**src/sv/rtfd_pkg.sv**
```systemverilog
// Package with constants, types and helper functions of the radar target frame decoder.
package rtfd_pkg;

  localparam int BUFFER_BYTES_DEF = 64;
  localparam int TARGET_SLOTS_DEF = 3;

  localparam int HEADER_LEN       = 4;
  localparam int BYTES_PER_TARGET = 8;
  // Header plus footer; the footer is recognized from this frame length on.
  localparam int MIN_FOOTER_LEN   = 6;
  // Header, one target and the footer.
  localparam int MIN_FRAME_LEN    = HEADER_LEN + BYTES_PER_TARGET + 2;

  localparam logic [7:0] HDR_B0 = 8'hAA;
  localparam logic [7:0] HDR_B1 = 8'hFF;
  localparam logic [7:0] HDR_B2 = 8'h03;
  localparam logic [7:0] HDR_B3 = 8'h00;
  localparam logic [7:0] FTR_B0 = 8'h55;
  localparam logic [7:0] FTR_B1 = 8'hCC;

  localparam logic [15:0] MAX_RANGE_RST = 16'd8000;

  typedef enum logic [2:0] {
    ST_HUNT,
    ST_COLLECT,
    ST_CHK_READ,
    ST_CHK_SQX,
    ST_CHK_SQY,
    ST_CHK_CMP,
    ST_OUT_READ,
    ST_OUT_LOAD
  } rtfd_state_t;

  // Expected header byte at a given match position.
  function automatic logic [7:0] hdr_byte(input logic [1:0] idx);
    logic [7:0] b;
    case (idx)
      2'd0:    b = HDR_B0;
      2'd1:    b = HDR_B1;
      2'd2:    b = HDR_B2;
      default: b = HDR_B3;
    endcase
    return b;
  endfunction

  // Sign-magnitude field (bit 15 set means positive) to two's complement.
  function automatic logic signed [15:0] sm_to_int(input logic [15:0] raw);
    logic [15:0] mag;
    mag = {1'b0, raw[14:0]};
    return raw[15] ? mag : (~mag + 16'd1);
  endfunction

endpackage

```
**src/sv/radar_target_frame_decoder_unit.sv**
```systemverilog
// Top level of the radar target frame decoder: byte parser, frame memory and slot decoder.
//
//   Channel | Direction | Handshake            | Payload
//   --------+-----------+----------------------+----------------------------------------
//   cfg     | in        | cfg_wr_en (no wait)  | cfg_max_range_mm
//   in      | in        | in_valid / in_ready  | in_rx_byte
//   out     | out       | out_valid / out_ready| target id, valid flag, x, y, speed, ...
//
// While hunting for the header or collecting payload the block takes one byte per cycle.
// A footer that closes a well-formed frame with n targets (n clipped to TARGET_SLOTS) drops
// in_ready until every slot is emitted, a time set by the single read port of the
// frame memory: each target's 8 bytes are read twice, one by one, once to check its range
// and once to emit its record. A low out_ready stretches the emit pass. Reset is
// synchronous and clears only control state; the frame memory is not cleared since a
// frame only reads bytes it wrote itself.
module radar_target_frame_decoder_unit #(
  parameter int BUFFER_BYTES = rtfd_pkg::BUFFER_BYTES_DEF,
  parameter int TARGET_SLOTS = rtfd_pkg::TARGET_SLOTS_DEF
) (
  input  logic               clk,
  input  logic               rst_n,
  input  logic               cfg_wr_en,
  input  logic [15:0]        cfg_max_range_mm,
  input  logic               in_valid,
  output logic               in_ready,
  input  logic [7:0]         in_rx_byte,
  output logic               out_valid,
  input  logic               out_ready,
  output logic [1:0]         out_target_id,
  output logic               out_target_valid,
  output logic signed [15:0] out_pos_x_mm,
  output logic signed [15:0] out_pos_y_mm,
  output logic signed [15:0] out_speed_cm_s,
  output logic [15:0]        out_resolution_mm,
  output logic               out_frame_has_target,
  output logic               out_last_slot
);

  localparam int AW = $clog2(BUFFER_BYTES);
  localparam int LW = $clog2(BUFFER_BYTES + 1);
  localparam int SW = (TARGET_SLOTS > 1) ? $clog2(TARGET_SLOTS) : 1;
  localparam int NW = $clog2(TARGET_SLOTS + 1);

  // Control state.
  rtfd_pkg::rtfd_state_t state_r, state_nxt;
  logic [1:0]              hdr_idx_r, hdr_idx_nxt;
  logic [LW-1:0]           frame_len_r, frame_len_nxt;
  logic [NW-1:0]           n_tgt_r, n_tgt_nxt;
  logic [SW-1:0]           slot_r, slot_nxt;
  logic [AW-1:0]           addr_r, addr_nxt;
  logic [3:0]              issue_cnt_r, issue_cnt_nxt;
  logic [2:0]              cap_cnt_r, cap_cnt_nxt;
  logic                    rd_vld_r;
  logic [TARGET_SLOTS-1:0] ok_r, ok_nxt;
  logic [15:0]             max_range_r;
  logic                    out_valid_r, out_valid_nxt;

  // Payload state.
  logic [7:0]  prev_byte_r, prev_byte_nxt;
  logic [7:0]  rd_data_r;
  logic [63:0] tgt_r, tgt_nxt;
  logic [29:0] sqx_r, sqx_nxt;
  logic [29:0] sqy_r, sqy_nxt;
  logic [31:0] limit_r;

  logic [1:0]         out_id_r, out_id_nxt;
  logic               out_tv_r, out_tv_nxt;
  logic signed [15:0] out_x_r, out_x_nxt;
  logic signed [15:0] out_y_r, out_y_nxt;
  logic signed [15:0] out_s_r, out_s_nxt;
  logic [15:0]        out_res_r, out_res_nxt;
  logic               out_fht_r, out_fht_nxt;
  logic               out_last_r, out_last_nxt;

  // The frame memory: one write port for incoming bytes, one registered read port.
  logic [7:0] frame_mem [BUFFER_BYTES];

  logic          in_fire;
  logic          mem_we;
  logic          rd_issue;
  logic          rd_done;
  logic [LW-1:0] len_new;
  logic [LW-1:0] payload_len;
  logic [LW-1:0] tgt_cnt;
  logic          footer_hit;
  logic          frame_ok;
  logic [NW:0]   slot_inc;
  logic          slot_more;
  logic          last_slot;
  logic          out_free;
  logic          hdr_hit;

  assign in_ready = (state_r == rtfd_pkg::ST_HUNT) || (state_r == rtfd_pkg::ST_COLLECT);
  assign in_fire  = in_valid && in_ready;

  // Frame length after storing the current byte, and the footer test on the last two bytes.
  assign len_new     = frame_len_r + LW'(1);
  assign payload_len = len_new - LW'(rtfd_pkg::MIN_FOOTER_LEN);
  assign tgt_cnt     = payload_len >> 3;
  assign footer_hit  = (len_new >= LW'(rtfd_pkg::MIN_FOOTER_LEN)) &&
                       (prev_byte_r == rtfd_pkg::FTR_B0) && (in_rx_byte == rtfd_pkg::FTR_B1);
  assign frame_ok    = (len_new >= LW'(rtfd_pkg::MIN_FRAME_LEN)) && (payload_len[2:0] == 3'd0);
  assign hdr_hit     = (in_rx_byte == rtfd_pkg::hdr_byte(hdr_idx_r));

  // A target read is done when the eighth byte comes out of the memory.
  assign rd_done   = rd_vld_r && (cap_cnt_r == 3'd7);
  assign slot_inc  = (NW + 1)'(slot_r) + (NW + 1)'(1);
  assign slot_more = slot_inc < {1'b0, n_tgt_r};
  assign last_slot = (slot_r == SW'(TARGET_SLOTS - 1));
  // The output register can take a record when it is empty or being drained.
  assign out_free  = !out_valid_r || out_ready;

  // Next state of the sequencer.
  always_comb begin
    state_nxt = state_r;
    case (state_r)
      rtfd_pkg::ST_HUNT: begin
        if (in_fire && hdr_hit && (hdr_idx_r == 2'(rtfd_pkg::HEADER_LEN - 1))) begin
          state_nxt = rtfd_pkg::ST_COLLECT;
        end
      end
      rtfd_pkg::ST_COLLECT: begin
        if (in_fire) begin
          if (footer_hit) begin
            state_nxt = frame_ok ? rtfd_pkg::ST_CHK_READ : rtfd_pkg::ST_HUNT;
          end else if (len_new == LW'(BUFFER_BYTES)) begin
            state_nxt = rtfd_pkg::ST_HUNT;
          end
        end
      end
      rtfd_pkg::ST_CHK_READ: begin
        if (rd_done) begin
          state_nxt = rtfd_pkg::ST_CHK_SQX;
        end
      end
      rtfd_pkg::ST_CHK_SQX: state_nxt = rtfd_pkg::ST_CHK_SQY;
      rtfd_pkg::ST_CHK_SQY: state_nxt = rtfd_pkg::ST_CHK_CMP;
      rtfd_pkg::ST_CHK_CMP: begin
        state_nxt = slot_more ? rtfd_pkg::ST_CHK_READ : rtfd_pkg::ST_OUT_READ;
      end
      rtfd_pkg::ST_OUT_READ: begin
        if (rd_done) begin
          state_nxt = rtfd_pkg::ST_OUT_LOAD;
        end
      end
      rtfd_pkg::ST_OUT_LOAD: begin
        if (out_free) begin
          if (last_slot) begin
            state_nxt = rtfd_pkg::ST_HUNT;
          end else if (slot_more) begin
            state_nxt = rtfd_pkg::ST_OUT_READ;
          end
        end
      end
      default: state_nxt = rtfd_pkg::ST_HUNT;
    endcase
  end

  // Datapath and output values for each state.
  always_comb begin
    hdr_idx_nxt   = hdr_idx_r;
    frame_len_nxt = frame_len_r;
    prev_byte_nxt = prev_byte_r;
    n_tgt_nxt     = n_tgt_r;
    slot_nxt      = slot_r;
    addr_nxt      = addr_r;
    issue_cnt_nxt = issue_cnt_r;
    cap_cnt_nxt   = cap_cnt_r;
    tgt_nxt       = tgt_r;
    sqx_nxt       = sqx_r;
    sqy_nxt       = sqy_r;
    ok_nxt        = ok_r;
    mem_we        = 1'b0;
    rd_issue      = 1'b0;
    out_valid_nxt = out_valid_r && !out_ready;
    out_id_nxt    = out_id_r;
    out_tv_nxt    = out_tv_r;
    out_x_nxt     = out_x_r;
    out_y_nxt     = out_y_r;
    out_s_nxt     = out_s_r;
    out_res_nxt   = out_res_r;
    out_fht_nxt   = out_fht_r;
    out_last_nxt  = out_last_r;

    // Bytes read from memory shift in from the top, so the target ends up little endian.
    if (rd_vld_r) begin
      tgt_nxt     = {rd_data_r, tgt_r[63:8]};
      cap_cnt_nxt = cap_cnt_r + 3'd1;
    end

    case (state_r)
      rtfd_pkg::ST_HUNT: begin
        if (in_fire) begin
          if (hdr_hit) begin
            if (hdr_idx_r == 2'(rtfd_pkg::HEADER_LEN - 1)) begin
              hdr_idx_nxt   = 2'd0;
              frame_len_nxt = LW'(rtfd_pkg::HEADER_LEN);
            end else begin
              hdr_idx_nxt = hdr_idx_r + 2'd1;
            end
          end else if (in_rx_byte == rtfd_pkg::HDR_B0) begin
            hdr_idx_nxt = 2'd1;
          end else begin
            hdr_idx_nxt = 2'd0;
          end
        end
      end
      rtfd_pkg::ST_COLLECT: begin
        if (in_fire) begin
          mem_we        = 1'b1;
          prev_byte_nxt = in_rx_byte;
          frame_len_nxt = len_new;
          if (footer_hit || (len_new == LW'(BUFFER_BYTES))) begin
            frame_len_nxt = '0;
          end
          if (footer_hit && frame_ok) begin
            n_tgt_nxt     = (tgt_cnt > LW'(TARGET_SLOTS)) ? NW'(TARGET_SLOTS) : NW'(tgt_cnt);
            slot_nxt      = '0;
            addr_nxt      = AW'(rtfd_pkg::HEADER_LEN);
            issue_cnt_nxt = '0;
            cap_cnt_nxt   = '0;
            ok_nxt        = '0;
          end
        end
      end
      rtfd_pkg::ST_CHK_READ, rtfd_pkg::ST_OUT_READ: begin
        if (issue_cnt_r != 4'(rtfd_pkg::BYTES_PER_TARGET)) begin
          rd_issue      = 1'b1;
          addr_nxt      = addr_r + AW'(1);
          issue_cnt_nxt = issue_cnt_r + 4'd1;
        end
        if (rd_done) begin
          issue_cnt_nxt = '0;
        end
      end
      rtfd_pkg::ST_CHK_SQX: begin
        sqx_nxt = 30'(tgt_r[14:0]) * 30'(tgt_r[14:0]);
      end
      rtfd_pkg::ST_CHK_SQY: begin
        sqy_nxt = 30'(tgt_r[30:16]) * 30'(tgt_r[30:16]);
      end
      rtfd_pkg::ST_CHK_CMP: begin
        ok_nxt[slot_r] = (tgt_r[63:48] != 16'd0) && ((32'(sqx_r) + 32'(sqy_r)) <= limit_r);
        if (slot_more) begin
          slot_nxt = slot_r + SW'(1);
        end else begin
          slot_nxt = '0;
          addr_nxt = AW'(rtfd_pkg::HEADER_LEN);
        end
      end
      rtfd_pkg::ST_OUT_LOAD: begin
        if (out_free) begin
          out_valid_nxt = 1'b1;
          out_id_nxt    = 2'(slot_inc);
          out_tv_nxt    = ok_r[slot_r];
          out_x_nxt     = ok_r[slot_r] ? rtfd_pkg::sm_to_int(tgt_r[15:0])  : 16'sd0;
          out_y_nxt     = ok_r[slot_r] ? rtfd_pkg::sm_to_int(tgt_r[31:16]) : 16'sd0;
          out_s_nxt     = ok_r[slot_r] ? rtfd_pkg::sm_to_int(tgt_r[47:32]) : 16'sd0;
          out_res_nxt   = ok_r[slot_r] ? tgt_r[63:48] : 16'd0;
          out_fht_nxt   = |ok_r;
          out_last_nxt  = last_slot;
          if (!last_slot) begin
            slot_nxt = slot_r + SW'(1);
          end
        end
      end
      default: ;
    endcase
  end

  // Frame memory. Writes only while collecting; read data is used only while decoding.
  always_ff @(posedge clk) begin
    if (mem_we) begin
      frame_mem[frame_len_r[AW-1:0]] <= in_rx_byte;
    end
    rd_data_r <= frame_mem[addr_r];
  end

  always_ff @(posedge clk) begin
    if (!rst_n) begin
      state_r     <= rtfd_pkg::ST_HUNT;
      hdr_idx_r   <= '0;
      frame_len_r <= '0;
      n_tgt_r     <= '0;
      slot_r      <= '0;
      addr_r      <= '0;
      issue_cnt_r <= '0;
      cap_cnt_r   <= '0;
      rd_vld_r    <= 1'b0;
      ok_r        <= '0;
      max_range_r <= rtfd_pkg::MAX_RANGE_RST;
      out_valid_r <= 1'b0;
    end else begin
      state_r     <= state_nxt;
      hdr_idx_r   <= hdr_idx_nxt;
      frame_len_r <= frame_len_nxt;
      n_tgt_r     <= n_tgt_nxt;
      slot_r      <= slot_nxt;
      addr_r      <= addr_nxt;
      issue_cnt_r <= issue_cnt_nxt;
      cap_cnt_r   <= cap_cnt_nxt;
      rd_vld_r    <= rd_issue;
      ok_r        <= ok_nxt;
      if (cfg_wr_en) begin
        max_range_r <= cfg_max_range_mm;
      end
      out_valid_r <= out_valid_nxt;
    end
  end

  // Payload registers; the squared range limit follows the register in the cycle after,
  // before the checks of any frame whose footer arrives with or after the write.
  always_ff @(posedge clk) begin
    prev_byte_r <= prev_byte_nxt;
    tgt_r       <= tgt_nxt;
    sqx_r       <= sqx_nxt;
    sqy_r       <= sqy_nxt;
    limit_r     <= 32'(max_range_r) * 32'(max_range_r);
    out_id_r    <= out_id_nxt;
    out_tv_r    <= out_tv_nxt;
    out_x_r     <= out_x_nxt;
    out_y_r     <= out_y_nxt;
    out_s_r     <= out_s_nxt;
    out_res_r   <= out_res_nxt;
    out_fht_r   <= out_fht_nxt;
    out_last_r  <= out_last_nxt;
  end

  assign out_valid            = out_valid_r;
  assign out_target_id        = out_id_r;
  assign out_target_valid     = out_tv_r;
  assign out_pos_x_mm         = out_x_r;
  assign out_pos_y_mm         = out_y_r;
  assign out_speed_cm_s       = out_s_r;
  assign out_resolution_mm    = out_res_r;
  assign out_frame_has_target = out_fht_r;
  assign out_last_slot        = out_last_r;

endmodule

```
**config.mk**
```make
export PLATFORM = sky130hd
export DESIGN_NAME = radar_target_frame_decoder_unit
export DESIGN_NICKNAME = d
export VERILOG_FILES = /design/src/sv/rtfd_pkg.sv /design/src/sv/radar_target_frame_decoder_unit.sv
export SDC_FILE = /design/constraint.sdc
export NUM_CORES = 2
export LEC_CHECK = 0
export ABC_CLOCK_PERIOD_IN_PS = 6750
export BUFFER_PORTS_ARGS = -buffer_cell sky130_fd_sc_hd__buf_2
export CAP_MARGIN = 20
export CORE_AREA = 8 8 330 332
export CTS_BUF_LIST = sky130_fd_sc_hd__clkbuf_16
export CTS_CLUSTER_SIZE = 12
export DETAILED_ROUTE_END_ITERATION = 12
export DIE_AREA = 0 0 338 340
export GPL_ROUTABILITY_DRIVEN = 0
export PLACE_DENSITY = 0.72
export SETUP_SLACK_MARGIN = 0.3
export SLEW_MARGIN = 20
export SYNTH_ARGS = -nofsm -noshare
export SYNTH_HDL_FRONTEND = slang
export SYNTH_SLANG_ARGS = --single-unit
```
**constraint.sdc**
```tcl
create_clock -name clk -period 6.75 [get_ports clk]
set_input_delay 0.675 -clock clk [delete_from_list [all_inputs] [get_ports clk]]
set_output_delay 0.675 -clock clk [all_outputs]
set_load 0.05 [all_outputs]
```
# After elaboration in Yosys (flattened, before gate mapping)
# Memories as Yosys holds them, arrays and structs flattened. A register that Yosys moved wholly into a read port is not among the register bits.
# Cells that the tools add are included.
# W data, S select, Z words.
[totals]
reg_bits = 283
mem_bits_rw = 512
in_bits = 29
out_inout_bits = 71
word_cells = 190
n_memories = 1
[memory_table]
columns = ["memory", "depth", "width", "read_ports", "rd_ports_with_merged_regs", "write_ports", "line_no", "source"]
rows = [
  ["frame_mem", 64, 8, 1, 1, 1, "radar_target_frame_decoder_unit.sv:76", "logic [7:0] frame_mem [BUFFER_BYTES];"],
]
[classes]
addsub = 12
n_mul = 3
order_cmp = 7
n_eq_ne = 33
muxes = 61
bitwise_logic = 4
n_reduce_logical = 41
[ops]
columns = ["cell", "count"]
rows = [
  ["$mul A15 B15 Y30", 2],
  ["$add A16 B1 Y16 const B", 3],
  ["$mux W3", 16],
  ["$not A15 Y16", 3],
  ["$mux W15", 3],
  ["$mux W7", 5],
  ["$le A31 B32 Y1", 1],
  ["$mul A16 B16 Y32", 1],
  ["$add A30 B30 Y31", 1],
  ["$mux W6", 4],
  ["$pmux W3 S8", 1],
  ["$pmux W8 S3", 1],
  ["$mux W2", 9],
  ["$ne A2 B2 Y1 const B", 9],
  ["$pmux W6 S3", 1],
  ["$eq A8 B8 Y1 const B", 2],
  ["$mux W4", 4],
  ["$reduce_bool A16 Y1", 1],
  ["$eq A3 B3 Y1 const B", 5],
  ["$reduce_and A5 Y1", 3],
  ["$pmux W7 S2", 1],
  ["$logic_and A1 B1 Y1", 11],
  ["$mux W1", 10],
  ["$eq A8 B7 Y1 const B", 1],
  ["other kinds (42)", 63],
]

# Logic depth before layout (Yosys ltp)
[logic_depth]
word_depth = 8
mapped_depth = 25
mapped_depth_nobuf = 23

# Worst setup path before layout
# Ideal clock, no wire load.
[synth_path]
path_kind = "register to register"
start = "register tgt_r[18]"
end = "register sqy_r[28], data pin"
setup_time_ps = 158
t_arrival_ps = 6216
required_time_ps = 6592
path_slack_ps = 376
path_stages_with_launch = 23
n_path_buf = 2
period_less_slack_ps = 6374
cell_sequence = "edfxtp_1 -> clkbuf_1 -> clkbuf_1 -> nand2_1 -> fa_1 -> fa_1 -> inv_1 -> fa_1 -> inv_1 -> fa_1 -> inv_1 -> fa_1 -> inv_1 -> fa_1 -> inv_1 -> ha_1 -> and3_1 -> a221o_1 -> a21oi_2 -> o21ai_0 -> o221ai_1 -> or4b_1 -> o211ai_1"
[synth_between]
elab_chain_len = 1
[synth_rtl]
columns = ["item", "line_no", "source"]
rows = [
  ["start, declared", "radar_target_frame_decoder_unit.sv:61", "logic [63:0] tgt_r, tgt_nxt;"],
  ["start signal, assigned", "radar_target_frame_decoder_unit.sv:315", "tgt_r <= tgt_nxt;"],
  ["$mul A15 B15 Y30", "radar_target_frame_decoder_unit.sv:240", "sqy_nxt = 30'(tgt_r[30:16]) * 30'(tgt_r[30:16]);"],
  ["end signal, assigned", "radar_target_frame_decoder_unit.sv:317", "sqy_r <= sqy_nxt;"],
  ["end, declared", "radar_target_frame_decoder_unit.sv:63", "logic [29:0] sqy_r, sqy_nxt;"],
]
# No other way between the ends.
# A chain may end at the register's enable or synchronous reset.

# Worst setup path after layout
[layout_path]
start = "register tgt_r[10]"
end = "register sqx_r[29], data pin"
[layout_between]
elab_chain_len = 1
[layout_rtl]
columns = ["item", "line_no", "source"]
rows = [
  ["$mul A15 B15 Y30", "radar_target_frame_decoder_unit.sv:237", "sqx_nxt = 30'(tgt_r[14:0]) * 30'(tgt_r[14:0]);"],
  ["end signal, assigned", "radar_target_frame_decoder_unit.sv:316", "sqx_r <= sqx_nxt;"],
  ["end, declared", "radar_target_frame_decoder_unit.sv:62", "logic [29:0] sqx_r, sqx_nxt;"],
]
# No other way between the ends.

==> out/metrics.cfg <==
[global_routing]
grt_max_degree=78
grt_pass1_vias=33190
grt_pass1_wl_mm=185.7
grt-ovfl-total=0
grt_use_total_pct=20.57
antenna_found_initial=3

[setup_path]
cp_cell_sequence=and2_1, fa_1, inv_1, fa_1, inv_1, fa_1, fa_1, fa_1, inv_1, fa_1, inv_1, ha_1, a21oi_2, nand2_1, a2111oi_4, o21bai_2, a21oi_2, o31ai_1, o41ai_2, xnor2_1
timing.rr.start=tgt_r[10]$_DFFE_PP_
rr_worst_depth=20
setup.worst_path.start_class=register
crit_end=sqx_r[29]$_DFFE_PN_
cpPeakStageDelay_ps=520
crit_type=register to register
slowest_stage=edfxtp_1
regToRegSetupSlack_ps=550
cp-end-kind=register
cp.required_ps=7130
arrival_ps=6590
crit_path_start=tgt_r[10]$_DFFE_PP_
cpMostUsedCell=fa_1
crit_fanout=7
timing.rr.end=sqx_r[29]$_DFFE_PN_

[timing]
slew_headroom_pct=24.68
drv_slew=0
rsz0062_at_grt=no
max_clock_freq_mhz=161.2
tightestPinTransition_ps=1130
fin_crit_sh_pct=91.92
finalCriticalPeriod_ps=6205
skew_ps=34.50
setup_viol=0
finalHoldViolCount=0
hold_ws_ps=272.8
fin_tns_setup_ps=0

[clock_tree]
clock_sinks=800
htree_levels=3
cts_made_buffers=84
clock_path_buffers=3
cts_tree=yes
holdBufCountCts=0
clkTransAtPathRegs_ps=60
root_buffer=clkbuf_16
insertion_delay_ps=640

[floorplanning]
coreArea_sq_um=104100
die_w_um=338
ios=100
die_h_um=340
die_area_sq_um=114900
rows=119
start_util_pct=50.20

[pwr]
combPwrFrac_pct=26.4
switchingPower_w=0.003978
power.leakage_nw=23.85
vdd.ir_drop.worst_mv=0.3821
clkPwrFrac_pct=32.9
intPower_w=0.009588
p_seq_share_pct=40.7
powerDensity_nw_per_um2=235.8
finalPower_w=0.01357
switching_share_pct=29.32

[synth]
syn-cell-area_sq_um=52250
synth_edf_count=711
ys_async_sr_fraction_pct=0
synth_flop_cell=edfxtp_1
ys_seq_area_share_pct=44.28
synth_nets=4973
avgSynthCellArea_sq_um=12.61
synth_seq_cells=800
synth.distinct_cells=87
postSynthCellCount=4142
synth_warnings=0

[final_layout]
syn_to_final_growth_pct=10.14
mostFrequentLayoutCell=inv_1
drive_above_1_share_pct=12.87
fillers=8332
layout.nets=5128
regArea_sq_um=23160
final_cell_mix=756 x inv_1, 711 x edfxtp_1, 438 x fa_1
multi_input_area_sq_um=25930

[worst_hold_path]
hp-start=cfg_max_range_mm[4]
hold_path_class=input port to register
hold_depth=3

[run]
drv_cap=0

[place]
dp_hpwl_mm=84.46
io_buffers=99

[drt]
postRouteAntennaNets=0
vias_per_cell=5.546
wire_per_inst_um=20.46
routed-via-count=31890
drtIter0Drc=2503
drc=0
firstDrtPassIters=6
wirelength_mm=117.7

[run_status]
outcome=finished, final reports clean

## logic make-up after synthesis
| logic type | synth area share [%] |
|---|---|
| AOI/OAI and AO/OA | 5.489 |
| xor gates and xnor gates | 2.630 |
| adders and majority gates | 25.50 |
| buffers and inverters | 6.275 |
| DFF | 44.28 |
| muxes | 7.752 |
| and+or+nand+nor | 8.078 |
## synthesized netlist by cell type, types with 12 or more instances
cell type,number,area share (%)
nand3_1,30,0.29
or2_2,13,0.16
mux4_2,168,7.2
a21o_1,58,0.83
nand2_1,279,2.0
o21bai_1,19,0.27
and3_1,22,0.26
clkbuf_1,115,0.83
o21ai_0,70,0.67
and2_1,130,1.6
inv_1,724,5.2
mux2i_1,21,0.40
o211ai_1,15,0.22
edfxtp_1,711,41
o21a_1,13,0.19
ha_1,364,8.7
nor4_1,13,0.16
dfxtp_1,89,3.4
nand2b_1,19,0.23
nand4_1,15,0.18
nor2_1,247,1.8
buf_2,12,0.11
nor2b_1,21,0.25
nor3_1,38,0.36
xor2_1,35,0.59
a21oi_1,143,1.4
or3_1,21,0.25
a31oi_1,25,0.30
xnor2_1,120,2.0
fa_1,438,17
## per-layer routing
layer / track usage, % / wire (um) / vias up
met3: 3.292 / 7580 / 211
met5: 0 / 0 / -
met1: 26.57 / 46360 / 16200
met2: 35.40 / 59760 / 1007
met4: 6.681 / 3962 / 0
li1: - / - / 14480
## worst max-delay path: cells and delay by family (launching register included)
kind / cells / cell delay (ps)
fa+ha+maj: 7 / 3320
xor+xnor: 1 / 120
flops: 1 / 520
compound gates: 6 / 1420
simple gates: 2 / 370
buf+inv: 4 / 220
## cell type report
cell class                      count  area share [%]
Sequential cell                   800           40.26
Timing Repair Buffer              208           2.340
Clock inverter                     64          0.9241
Antenna cell                        1        0.004349
Inverter                          725           4.729
Tap cell                         1391           3.025
Clock buffer                       84           3.653
Multi-Input combinational cell   2478           45.07
## power groups by stage
stage	Clock [W]	Sequential (W)	Combinational, W
floorplan	0	0.00562	0.00271
global placement	0	0.00563	0.00348
detailed placement	0	0.00563	0.00351
CTS	0.00453	0.00553	0.00357
global route	0.00470	0.00553	0.00412
finish	0.00446	0.00553	0.00358
## worst min-delay path by stage
| stage | to |
|---|---|
| 4_1_cts | max_range_r[4]$_SDFFE_PN0P_ |
| 2_1_floorplan | limit_r[0]$_DFF_P_ |
| 3_5_place_dp | tgt_r[62]$_DFFE_PP_ |
| 6_report | max_range_r[4]$_SDFFE_PN0P_ |
| 5_1_grt | max_range_r[14]$_SDFFE_PN0P_ |
| 3_3_place_gp | tgt_r[58]$_DFFE_PP_ |
## timing repair
item                                    CTS  global route
resized for setup                         1            34
setup buffers                             4            25
pin swaps                                 0             4
endpoints found under the setup margin    2            17
## registers in the layout, indices dropped and copies added (netlist names), 3 cells and up
name,count
addr_r,6
cap_cnt_r,3
frame_len_r,7
frame_mem,512
issue_cnt_r,4
limit_r,31
max_range_r,16
ok_r,3
out_pos_x_mm,16
out_pos_y_mm,16
out_resolution_mm,16
out_speed_cm_s,16
prev_byte_r,8
rd_data_r,8
sqx_r,29
sqy_r,29
state_r,3
tgt_r,64
## per-stage QoR
stage	setup WS (ps)	util [%]	instances	instance area, sq um
floorplan	375.9	-	4142	52250
global placement	404.4	52.43	5573	54570
detailed placement	248.4	52.43	5573	54570
CTS	315.2	54.99	5725	57230
global route	274.1	55.29	5751	57540
finish	545.2	55.29	5751	57540
Note: power is estimated with default switching activity, not from simulation.
